**config.mk**
```make
export PLATFORM = sky130hd
export DESIGN_NAME = gcd_lcm_unit
export DESIGN_NICKNAME = d
export VERILOG_FILES = /design/src/glu_pkg.sv /design/src/gcd_lcm_unit.sv /design/src/glu_front.sv /design/src/glu_back.sv
export SDC_FILE = /design/constraint.sdc
export NUM_CORES = 2
export LEC_CHECK = 0
export ABC_AREA = 1
export BUFFER_PORTS_ARGS = -buffer_cell sky130_fd_sc_hd__buf_2
export CORE_MARGIN = 10
export CORE_UTILIZATION = 43
export CTS_BUF_LIST = sky130_fd_sc_hd__clkbuf_4
export DETAILED_ROUTE_END_ITERATION = 16
export SLEW_MARGIN = 20
export SYNTH_ARGS = -nofsm -noshare
export SYNTH_HDL_FRONTEND = slang
export SYNTH_SLANG_ARGS = --single-unit
```
**constraint.sdc**
```tcl
create_clock -name clk -period 7.25 [get_ports clk]
set_input_delay 0 -clock clk [delete_from_list [all_inputs] [get_ports clk]]
set_output_delay 0 -clock clk [all_outputs]
set_load 0.1 [all_outputs]
```
**src/glu_pkg.sv**
```systemverilog
// Shared widths, queue depth and item types of the GCD/LCM unit.
`default_nettype none

package glu_pkg;

    localparam int DATA_WIDTH  = 32;
    localparam int OPER_WIDTH  = DATA_WIDTH - 1;
    localparam int LCM_WIDTH   = 2 * OPER_WIDTH;
    localparam int QUEUE_DEPTH = 2;

    typedef struct packed {
        logic signed [DATA_WIDTH-1:0] first_value;
        logic signed [DATA_WIDTH-1:0] second_value;
    } glu_in_t;

    typedef struct packed {
        logic [OPER_WIDTH-1:0] gcd_value;
        logic [LCM_WIDTH-1:0]  lcm_value;
        logic                  bad_operand;
    } glu_out_t;

    // classified item waiting for the back end
    typedef struct packed {
        logic                  bad;
        logic [OPER_WIDTH-1:0] a;
        logic [OPER_WIDTH-1:0] b;
    } glu_job_t;

endpackage

`default_nettype wire

```
**src/gcd_lcm_unit.sv**
```systemverilog
// Top level of the GCD/LCM unit: front end, item queue and arithmetic back end.
//
// Each item carries two signed 32-bit operands and yields one result: their
// greatest common divisor and their least common multiple (62 bits, no
// overflow). An item with a zero or negative operand yields bad_operand = 1
// and zero results. The back end works on one item at a time; the gcd comes
// from a binary GCD loop (one halving or subtract-and-halve per cycle), the
// lcm from a bit-serial divide of the first operand by the gcd and one 31x31
// multiply. A two-item queue lets new items be taken while the back end is
// busy, and the result register holds a finished item while the back end
// starts on the next one.
`default_nettype none

module gcd_lcm_unit (
    input  wire logic              clk,
    input  wire logic              rst_n,
    input  wire logic              in_valid,
    output logic                   in_ready,
    input  wire glu_pkg::glu_in_t  in_data,
    output logic                   out_valid,
    input  wire logic              out_ready,
    output glu_pkg::glu_out_t      out_data
);
    import glu_pkg::*;

    logic     job_valid;
    logic     job_ready;
    glu_job_t job;

    glu_front u_front (
        .clk       (clk),
        .rst_n     (rst_n),
        .in_valid  (in_valid),
        .in_ready  (in_ready),
        .in_data   (in_data),
        .job_valid (job_valid),
        .job_ready (job_ready),
        .job       (job)
    );

    glu_back u_back (
        .clk       (clk),
        .rst_n     (rst_n),
        .job_valid (job_valid),
        .job_ready (job_ready),
        .job       (job),
        .out_valid (out_valid),
        .out_ready (out_ready),
        .out_data  (out_data)
    );

endmodule

`default_nettype wire

```
**src/glu_front.sv**
```systemverilog
// Front end: accepts input items, flags bad operands and queues them.
`default_nettype none

module glu_front (
    input  wire logic              clk,
    input  wire logic              rst_n,
    input  wire logic              in_valid,
    output logic                   in_ready,
    input  wire glu_pkg::glu_in_t  in_data,
    output logic                   job_valid,
    input  wire logic              job_ready,
    output glu_pkg::glu_job_t      job
);
    import glu_pkg::*;

    localparam int PTR_W = (QUEUE_DEPTH > 1) ? $clog2(QUEUE_DEPTH) : 1;
    localparam int CNT_W = $clog2(QUEUE_DEPTH + 1);

    glu_job_t           queue_reg [QUEUE_DEPTH];
    logic [PTR_W-1:0]   wr_ptr_reg;
    logic [PTR_W-1:0]   rd_ptr_reg;
    logic [CNT_W-1:0]   count_reg;
    glu_job_t           entry;
    logic               push;
    logic               pop;

    always_comb
    begin
        entry.bad = in_data.first_value[DATA_WIDTH-1] || (in_data.first_value == '0)
                 || in_data.second_value[DATA_WIDTH-1] || (in_data.second_value == '0);
        entry.a   = in_data.first_value[OPER_WIDTH-1:0];
        entry.b   = in_data.second_value[OPER_WIDTH-1:0];
    end

    assign in_ready  = (count_reg != CNT_W'(QUEUE_DEPTH));
    assign job_valid = (count_reg != '0);
    assign job       = queue_reg[rd_ptr_reg];
    assign push      = in_valid && in_ready;
    assign pop       = job_valid && job_ready;

    always_ff @(posedge clk)
    begin
        if (push)
        begin
            queue_reg[wr_ptr_reg] <= entry;
        end
    end

    always_ff @(posedge clk or negedge rst_n)
    begin
        if (!rst_n)
        begin
            wr_ptr_reg <= '0;
            rd_ptr_reg <= '0;
            count_reg  <= '0;
        end
        else
        begin
            if (push)
            begin
                wr_ptr_reg <= (wr_ptr_reg == PTR_W'(QUEUE_DEPTH - 1)) ? '0 : wr_ptr_reg + 1'b1;
            end
            if (pop)
            begin
                rd_ptr_reg <= (rd_ptr_reg == PTR_W'(QUEUE_DEPTH - 1)) ? '0 : rd_ptr_reg + 1'b1;
            end
            if (push && !pop)
            begin
                count_reg <= count_reg + 1'b1;
            end
            else if (pop && !push)
            begin
                count_reg <= count_reg - 1'b1;
            end
        end
    end

    a_count_range: assert property (@(posedge clk) disable iff (!rst_n)
        count_reg <= CNT_W'(QUEUE_DEPTH))
        else $error("queue count beyond depth");

    a_push_grows: assert property (@(posedge clk) disable iff (!rst_n)
        push && !pop |=> count_reg == CNT_W'($past(count_reg) + 1'b1))
        else $error("queue count did not grow on push");

    a_pop_shrinks: assert property (@(posedge clk) disable iff (!rst_n)
        pop && !push |=> count_reg == CNT_W'($past(count_reg) - 1'b1))
        else $error("queue count did not shrink on pop");

endmodule

`default_nettype wire

```
**src/glu_back.sv**
```systemverilog
// Back end: binary GCD loop, bit-serial divide, multiply and result register.
`default_nettype none

module glu_back (
    input  wire logic              clk,
    input  wire logic              rst_n,
    input  wire logic              job_valid,
    output logic                   job_ready,
    input  wire glu_pkg::glu_job_t job,
    output logic                   out_valid,
    input  wire logic              out_ready,
    output glu_pkg::glu_out_t      out_data
);
    import glu_pkg::*;

    localparam int KW    = $clog2(OPER_WIDTH);
    localparam int CNT_W = $clog2(OPER_WIDTH);

    typedef enum logic [2:0] {
        S_IDLE,
        S_GCD,
        S_DIV,
        S_MUL,
        S_DONE
    } state_t;

    state_t                 state_reg;
    logic [OPER_WIDTH-1:0]  u_reg;
    logic [OPER_WIDTH-1:0]  v_reg;
    logic [OPER_WIDTH-1:0]  b_reg;
    logic [OPER_WIDTH-1:0]  g_reg;
    logic [OPER_WIDTH-1:0]  q_reg;
    logic [OPER_WIDTH-1:0]  rem_reg;
    logic [LCM_WIDTH-1:0]   lcm_reg;
    logic [KW-1:0]          k_reg;
    logic [CNT_W-1:0]       cnt_reg;
    logic                   bad_reg;
    logic                   out_valid_reg;
    glu_out_t               out_reg;

    logic                   gcd_done;
    logic [OPER_WIDTH-1:0]  g_found;
    logic                   u_ge_v;
    logic [OPER_WIDTH-1:0]  u_minus_v;
    logic [OPER_WIDTH-1:0]  v_minus_u;
    logic [OPER_WIDTH:0]    rem_shift;
    logic [OPER_WIDTH:0]    rem_sub;
    logic                   rem_ge;

    always_comb
    begin
        gcd_done  = (u_reg == '0) || (v_reg == '0);
        g_found   = OPER_WIDTH'((u_reg | v_reg) << k_reg);
        u_ge_v    = (u_reg >= v_reg);
        u_minus_v = u_reg - v_reg;
        v_minus_u = v_reg - u_reg;
        rem_shift = {rem_reg, q_reg[OPER_WIDTH-1]};
        rem_ge    = (rem_shift >= {1'b0, g_reg});
        rem_sub   = rem_shift - {1'b0, g_reg};
    end

    assign job_ready = (state_reg == S_IDLE);
    assign out_valid = out_valid_reg;
    assign out_data  = out_reg;

    always_ff @(posedge clk or negedge rst_n)
    begin
        if (!rst_n)
        begin
            state_reg     <= S_IDLE;
            out_valid_reg <= 1'b0;
        end
        else
        begin
            if (out_valid_reg && out_ready && state_reg != S_DONE)
            begin
                out_valid_reg <= 1'b0;
            end
            unique case (state_reg)
                S_IDLE:
                begin
                    if (job_valid)
                    begin
                        u_reg     <= job.a;
                        v_reg     <= job.b;
                        q_reg     <= job.a;
                        b_reg     <= job.b;
                        k_reg     <= '0;
                        bad_reg   <= job.bad;
                        g_reg     <= '0;
                        lcm_reg   <= '0;
                        state_reg <= job.bad ? S_DONE : S_GCD;
                    end
                end
                S_GCD:
                begin
                    priority if (gcd_done)
                    begin
                        g_reg     <= g_found;
                        rem_reg   <= '0;
                        cnt_reg   <= CNT_W'(OPER_WIDTH - 1);
                        state_reg <= S_DIV;
                    end
                    else if (!u_reg[0] && !v_reg[0])
                    begin
                        u_reg <= u_reg >> 1;
                        v_reg <= v_reg >> 1;
                        k_reg <= k_reg + 1'b1;
                    end
                    else if (!u_reg[0])
                    begin
                        u_reg <= u_reg >> 1;
                    end
                    else if (!v_reg[0])
                    begin
                        v_reg <= v_reg >> 1;
                    end
                    else if (u_ge_v)
                    begin
                        u_reg <= u_minus_v >> 1;
                    end
                    else
                    begin
                        v_reg <= v_minus_u >> 1;
                    end
                end
                S_DIV:
                begin
                    // restoring divide of a by the gcd, one quotient bit a cycle
                    rem_reg <= rem_ge ? rem_sub[OPER_WIDTH-1:0] : rem_shift[OPER_WIDTH-1:0];
                    q_reg   <= {q_reg[OPER_WIDTH-2:0], rem_ge};
                    if (cnt_reg == '0)
                    begin
                        state_reg <= S_MUL;
                    end
                    else
                    begin
                        cnt_reg <= cnt_reg - 1'b1;
                    end
                end
                S_MUL:
                begin
                    lcm_reg   <= LCM_WIDTH'(q_reg) * LCM_WIDTH'(b_reg);
                    state_reg <= S_DONE;
                end
                S_DONE:
                begin
                    if (!out_valid_reg || out_ready)
                    begin
                        out_reg.gcd_value   <= g_reg;
                        out_reg.lcm_value   <= lcm_reg;
                        out_reg.bad_operand <= bad_reg;
                        out_valid_reg       <= 1'b1;
                        state_reg           <= S_IDLE;
                    end
                end
                default:
                begin
                    state_reg <= S_IDLE;
                end
            endcase
        end
    end

    a_gcd_live: assert property (@(posedge clk) disable iff (!rst_n)
        state_reg == S_GCD |-> (u_reg != '0 || v_reg != '0))
        else $error("gcd loop lost both operands");

    a_rem_below_divisor: assert property (@(posedge clk) disable iff (!rst_n)
        state_reg == S_DIV |-> rem_reg < g_reg)
        else $error("partial remainder not below divisor");

    a_bad_gives_zero: assert property (@(posedge clk) disable iff (!rst_n)
        out_valid_reg && out_reg.bad_operand |->
            (out_reg.gcd_value == '0 && out_reg.lcm_value == '0))
        else $error("bad item with nonzero result");

    a_good_gcd_nonzero: assert property (@(posedge clk) disable iff (!rst_n)
        out_valid_reg && !out_reg.bad_operand |-> out_reg.gcd_value != '0)
        else $error("zero gcd on a good item");

endmodule

`default_nettype wire

```
Yosys cells after proc, flatten, opt, wreduce, memory -nomap -nowiden
Memories as Yosys holds them, arrays and structs flattened.
Cells that the tools add are included.

operators by class
  reductions and logical operators = 42
  equality and inequality tests = 17
  magnitude comparators = 2
  multiplexer cells = 45
  bitwise gates (word level) = 1
  divide/modulo/power cells = 0
  shift-type cells = 1
  add/sub/neg operators = 9
  multiply operators = 1

operators by type and width
  operator            count
  $mux 31             16
  $pmux 31 s2         5
  $pmux 62 s2         1
  $sub 31x31->31      3
  $logic_not 32->1    2
  $logic_not 31->1    2
  $mul 31x31->62      1
  $mux 62             1
  $ge 32x31->1        1
  $ge 31x31->1        1
  $or 31x31->31       1
  $shl 31x5->31       1
  $mux 5              5
  $pmux 5 s2          2
  $reduce_and 4->1    4
  $mux 3              5
  $pmux 3 s5          1
  $reduce_and 3->1    5
  $ne 4x4->1 const B  3
  $reduce_and 6->1    2
  $reduce_bool 2->1   6
  $ne 2x1->1 const B  5
  $reduce_and 5->1    2
  $logic_and 1x1->1   7
  17 further kinds    36

storage, ports and cells
  flip-flop bits (word level) = 361
  logic and storage cells = 139
  memories kept = 1
  RAM bits = 126
  latch bits = 0
  output and inout bits = 96
  memory bits (read-only) = 0
  bits of input ports = 68

memory list
  name               depth  bits a word  rd ports  clocked after Yosys merged registers in  wr ports  RTL line         text
  u_front.queue_reg  2      63           1         0                                        1         glu_front.sv:19  glu_job_t queue_reg [QUEUE_DEPTH];

Logic depth before layout (Yosys ltp)
  word-level depth = 7
  gate-level depth with buffers = 30
  mapped depth without buffers = 29

Hierarchy
A second synthesis with hierarchy kept.

second synthesis, totals
  cells, all modules = 7376
  area, all modules = 59761.1 um^2

by module, submodules not included
  module     seq. area each (um^2)  area an instance (um^2)  times used  cells an instance
  glu_back   10700.3                54617.4                  1           6953
  glu_front  3883.7                 5143.7                   1           423

Least setup slack after synthesis
No wires, ideal clock.

  kind = reg2reg
  from = reg u_back.out_valid_reg, in the netlist u_back.out_valid
  to = reg u_back.out_reg (netlist bit u_back.out_data[0]), enable pin
  setup time = 662 ps
  path buffers = 0
  period minus slack after synthesis = 7956 ps
  cell stages (with the launch flop) = 4
  data arrival time = 7294 ps
  data required time = 6588 ps
  slack = -706 ps
  cells stage by stage = dfrtp_1 inv_1 nor2_1 nor3_1

on the way
  longest elaborated chain between the ends = 3

ends and longest elaborated chain
  item                        RTL line         text
  start, declared             glu_back.sv:38   logic out_valid_reg;
  start signal, assigned      glu_back.sv:71   out_valid_reg <= 1'b0;
  start signal, assigned      glu_back.sv:77   out_valid_reg <= 1'b0;
  start signal, assigned      glu_back.sv:153  out_valid_reg <= 1'b1;
  $logic_not 1->1             glu_back.sv:148  if (!out_valid_reg || out_ready)
  $logic_or 1x1->1            glu_back.sv:148
  $reduce_and 3->1 (no line)  n/a
  end, declared               glu_back.sv:39   glu_out_t out_reg;

Every way passes these cells.
A chain may end at the register's enable or synchronous reset.

Final worst setup path
  from = reg u_back.b_reg[7]
  to = reg u_back.lcm_reg[47], data pin

on the way
  longest elaborated chain between the ends = 2

ends and longest elaborated chain
  item                    RTL line         text
  start, declared         glu_back.sv:30   logic [OPER_WIDTH-1:0] b_reg;
  start signal, assigned  glu_back.sv:87   b_reg <= job.b;
  $mul 31x31->62          glu_back.sv:143  lcm_reg <= LCM_WIDTH'(q_reg) * LCM_WIDTH'(b_reg);
  $pmux 62 s2             glu_back.sv:79   unique case (state_reg)
  end signal, assigned    glu_back.sv:143
  end, declared           glu_back.sv:34   logic [LCM_WIDTH-1:0] lcm_reg;

Every way passes these cells.

==> flow_summary_export.csv <==
group,metric,value,unit
min_path,min_to,"u_front.queue_reg[1][5]",
sta,fmax,141,MHz
yosys,synth_adder_area_share,0.364,
sta,slew_headroom,0.307,
die,core_area,137000,µm²
sta,period_minus_slack,7.10,ns
yosys,synthFlopType,"edfxtp_1",
detailed_routing,drt_iter0_drc,4077,
global_routing,grt_pass1_vias,51400,
detailed_routing,vias,49500,
yosys,synth.mux.area_fraction,0.00101,
detailed_routing,routedWlPerCell,20.7,µm
die,start_util,0.432,
setup_path,crit_family,"adder cells",
sta,hold_slack,0.143,ns
sta,setup_viol,0,
setup_path,worstReg2RegStart,"u_back.b_reg[7]",
yosys,yosysWarnings,0,
layout,drive_above_1_share,0.0969,
setup_path,rrSetupSlack,0.15,ns
setup_path,cp-end-kind,"register",
placed_design,dpl.hpwl,158000,µm
setup_path,crit_top_cell,"fa_1",
detailed_routing,dr.pass1.iters,6,
global_routing,grt_overflow,0,
setup_path,cp_cell_sequence,"buf_12, nand2_1, inv_1, fa_1, fa_1, inv_1, fa_1, fa_1, inv_1, fa_1, fa_1, fa_1, ha_1, ha_1, a21oi_1, o21ai_0, a21oi_1, inv_1, a21oi_1, nand3_1, nor2_1, nor2_1",
global_routing,grt_max_degree,65,
setup_path,cp_slowest_cell,"fa_1",
run_status,run_status,"finished clean",
sta,finalHoldViolations,0,
yosys,synth_seq_cells,487,
setup_path,startpoint_type,"register",
setup_path,rr_worst_depth,22,
detailed_routing,ant_nets,0,
yosys,synthXorXnorAreaFrac,0.00767,
yosys,synth_most_common_cell,"nand2_1",
sta,maxSlewViolCount,0,
layout,fin_nets,8979,
setup_path,cp_max_fo,31,
yosys,syn_inst,7314,
layout,final_core_util,0.488,
cts,clkLatencyLatePin,1.16,ns
setup_path,path_buf_inv,5,
setup_path,worstPathArrival,7.96,ns
yosys,synthArstFlopShare,0.0164,
sta,rsz0062_at_grt,"yes",
yosys,synthesis.area,59400,µm²
global_routing,track_usage,0.260,
cts,cts_buffers,139,
sta,setup_ws,0.147,ns
placed_design,dp_slack,-0.0626,ns
die,die_area,153000,µm²
cts,cts_sinks,487,
yosys,synth_compound_area_frac,0.0600,
layout,fin_area,67100,µm²
cts,cts_root_buf,"clkbuf_4",
min_path,worst_hold_startpoint,"in_data[5]",
sta,tightest_slew,1.03,ns
detailed_routing,avgViaCountPerCell,5.17,
detailed_routing,wl,198000,µm
cts,cts_buffer_depth,3,
setup_path,r2r_end,"u_back.lcm_reg[47]",
yosys,synth_top_family_by_area,"adder cells",
setup_path,critPathKind,"reg2reg",
flow_run,maxCapViolCount,0,
die,die_w,392,µm
detailed_routing,drcViolationCount,0,
yosys,synth_top_area_frac,0.283,
layout,nFillCells,13300,
yosys,synth_fp_nets,8604,
cts,clk_pin_slew,0.08,ns
setup_path,required,8.11,ns
min_path,min_path_cells,3,
yosys,ys_top_cells_by_area,"fa_1 (28%), edfxtp_1 (24%), nand2_1 (12%)",
sta,finalCritPeriodShare,0.980,
placed_design,gp_congestion,1.04,
yosys,synth_cell_types,53,
die,dieHeight,392,µm
yosys,synth_top_area_cell,"fa_1",
sta,finClkSkew,0.101,ns
layout,area_growth,13.0,%
layout,largest_reg_flops,126,
global_routing,grt_antenna_before_repair,7,
placed_design,portBuffers,163,
yosys,synth_edf_count,479,
cts,cts_max_level,4,
cts,cts_tree,"built",
die,ios,164,
setup_path,critPathMaxStageDelay,0.63,ns
yosys,yosys-top-cells-count,"nand2_1 (1966), inv_1 (1723), fa_1 (840), nor2_1 (522), edfxtp_1 (479)",
yosys,syn_area_per_cell,8.12,µm²
placed_design,place_area,63300,µm²
min_path,min_path_type,"in2reg",
yosys,yosysSeqAreaShare,0.246,
yosys,synthSimpleGateAreaFrac,0.193,
die,rows,136,
global_routing,grt_pass1_wl,304000,µm
per-layer routing:
layer / track usage / share of wire / vias up
li1: - / - / 22800
met1: 0.342 / 0.42 / 24400
met2: 0.430 / 0.47 / 1940
met3: 0.0419 / 0.074 / 379
met4: 0.0976 / 0.038 / 8
met5: 0 / 0.00025 / -
timing repair:
item | in CTS | in global routing
buffers inserted | 4 | 23
endpoints found under the hold margin | 457 | 0
gates resized for setup | 0 | 67
hold buffers | 135 | 0
pin swaps | 0 | 5
endpoints found under the setup margin | 2 | 37
logic make-up (layout without fill, tap and decap cells):
kind of cell,Yosys count,count (layout)
AND/OR/NAND/NOR,2855,2855
buffers and inverters,2026,2502
adder cells (fa/ha/maj),1222,1222
AO/OA/AOI/OAI,666,666
flip-flops,487,487
XOR/XNOR,52,52
multiplexers,6,6
other,0,5
tightest hold or removal path: cells and delay by family:
kind,cells,cell delay [ns]
buffers and inverters,3,1.18
cells in the final DEF (no fill, tap or decap), types with 17 or more instances in the layout:
| master | instances |
|---|---|
| dlygate4sd3_1 | 135 |
| nor2_1 | 500 |
| inv_2 | 22 |
| clkinv_1 | 30 |
| nand2_1 | 1963 |
| nand2_2 | 23 |
| ha_1 | 374 |
| a21oi_1 | 287 |
| buf_2 | 163 |
| xor2_1 | 42 |
| nor4_1 | 29 |
| buf_12 | 45 |
| o21bai_1 | 20 |
| nor3_1 | 31 |
| o21ai_0 | 238 |
| inv_1 | 1721 |
| a31oi_1 | 37 |
| o21ai_1 | 17 |
| a21oi_2 | 24 |
| nor2_2 | 45 |
| buf_4 | 161 |
| fa_1 | 840 |
| nand4_1 | 56 |
| edfxtp_1 | 479 |
| nand3_1 | 158 |
| clkbuf_4 | 196 |
metrics by stage:
step	setup TNS, ns	std cells
after floorplan	0	7314
after global placement	-0.0393	9180
after detailed placement	-0.119	9180
after CTS	0	9561
after global routing	-0.0361	9587
final	0	9589
final cells by class:
cell class | count | area (µm²) | area share
sequential | 487 | 14600 | 0.217
clock inverter | 46 | 425 | 0.00634
clock buffer | 196 | 1470 | 0.0219
inverter | 1750 | 6570 | 0.0979
tap | 1794 | 2240 | 0.0335
antenna | 5 | 12.5 | 0.000187
timing repair buffer | 510 | 4350 | 0.0648
multi-input combinational | 4801 | 37400 | 0.558
worst max-delay path by stage:
stage,start,end,slack [ns],cells after the start
2_1_floorplan,u_back.q_reg[13],u_back.lcm_reg[30],0.87,27
3_3_place_gp,u_back.b_reg[13],u_back.lcm_reg[47],-0.04,25
3_5_place_dp,u_back.b_reg[13],u_back.lcm_reg[47],-0.06,25
4_1_cts,u_back.q_reg[20],u_back.lcm_reg[47],0.01,23
5_1_grt,u_back.q_reg[10],u_back.lcm_reg[28],-0.01,25
6_report,u_back.b_reg[7],u_back.lcm_reg[47],0.15,22
Power is left out: the tool's default activity adds up to more than one toggle a clock period on the data nets, which glitch-free logic cannot reach.
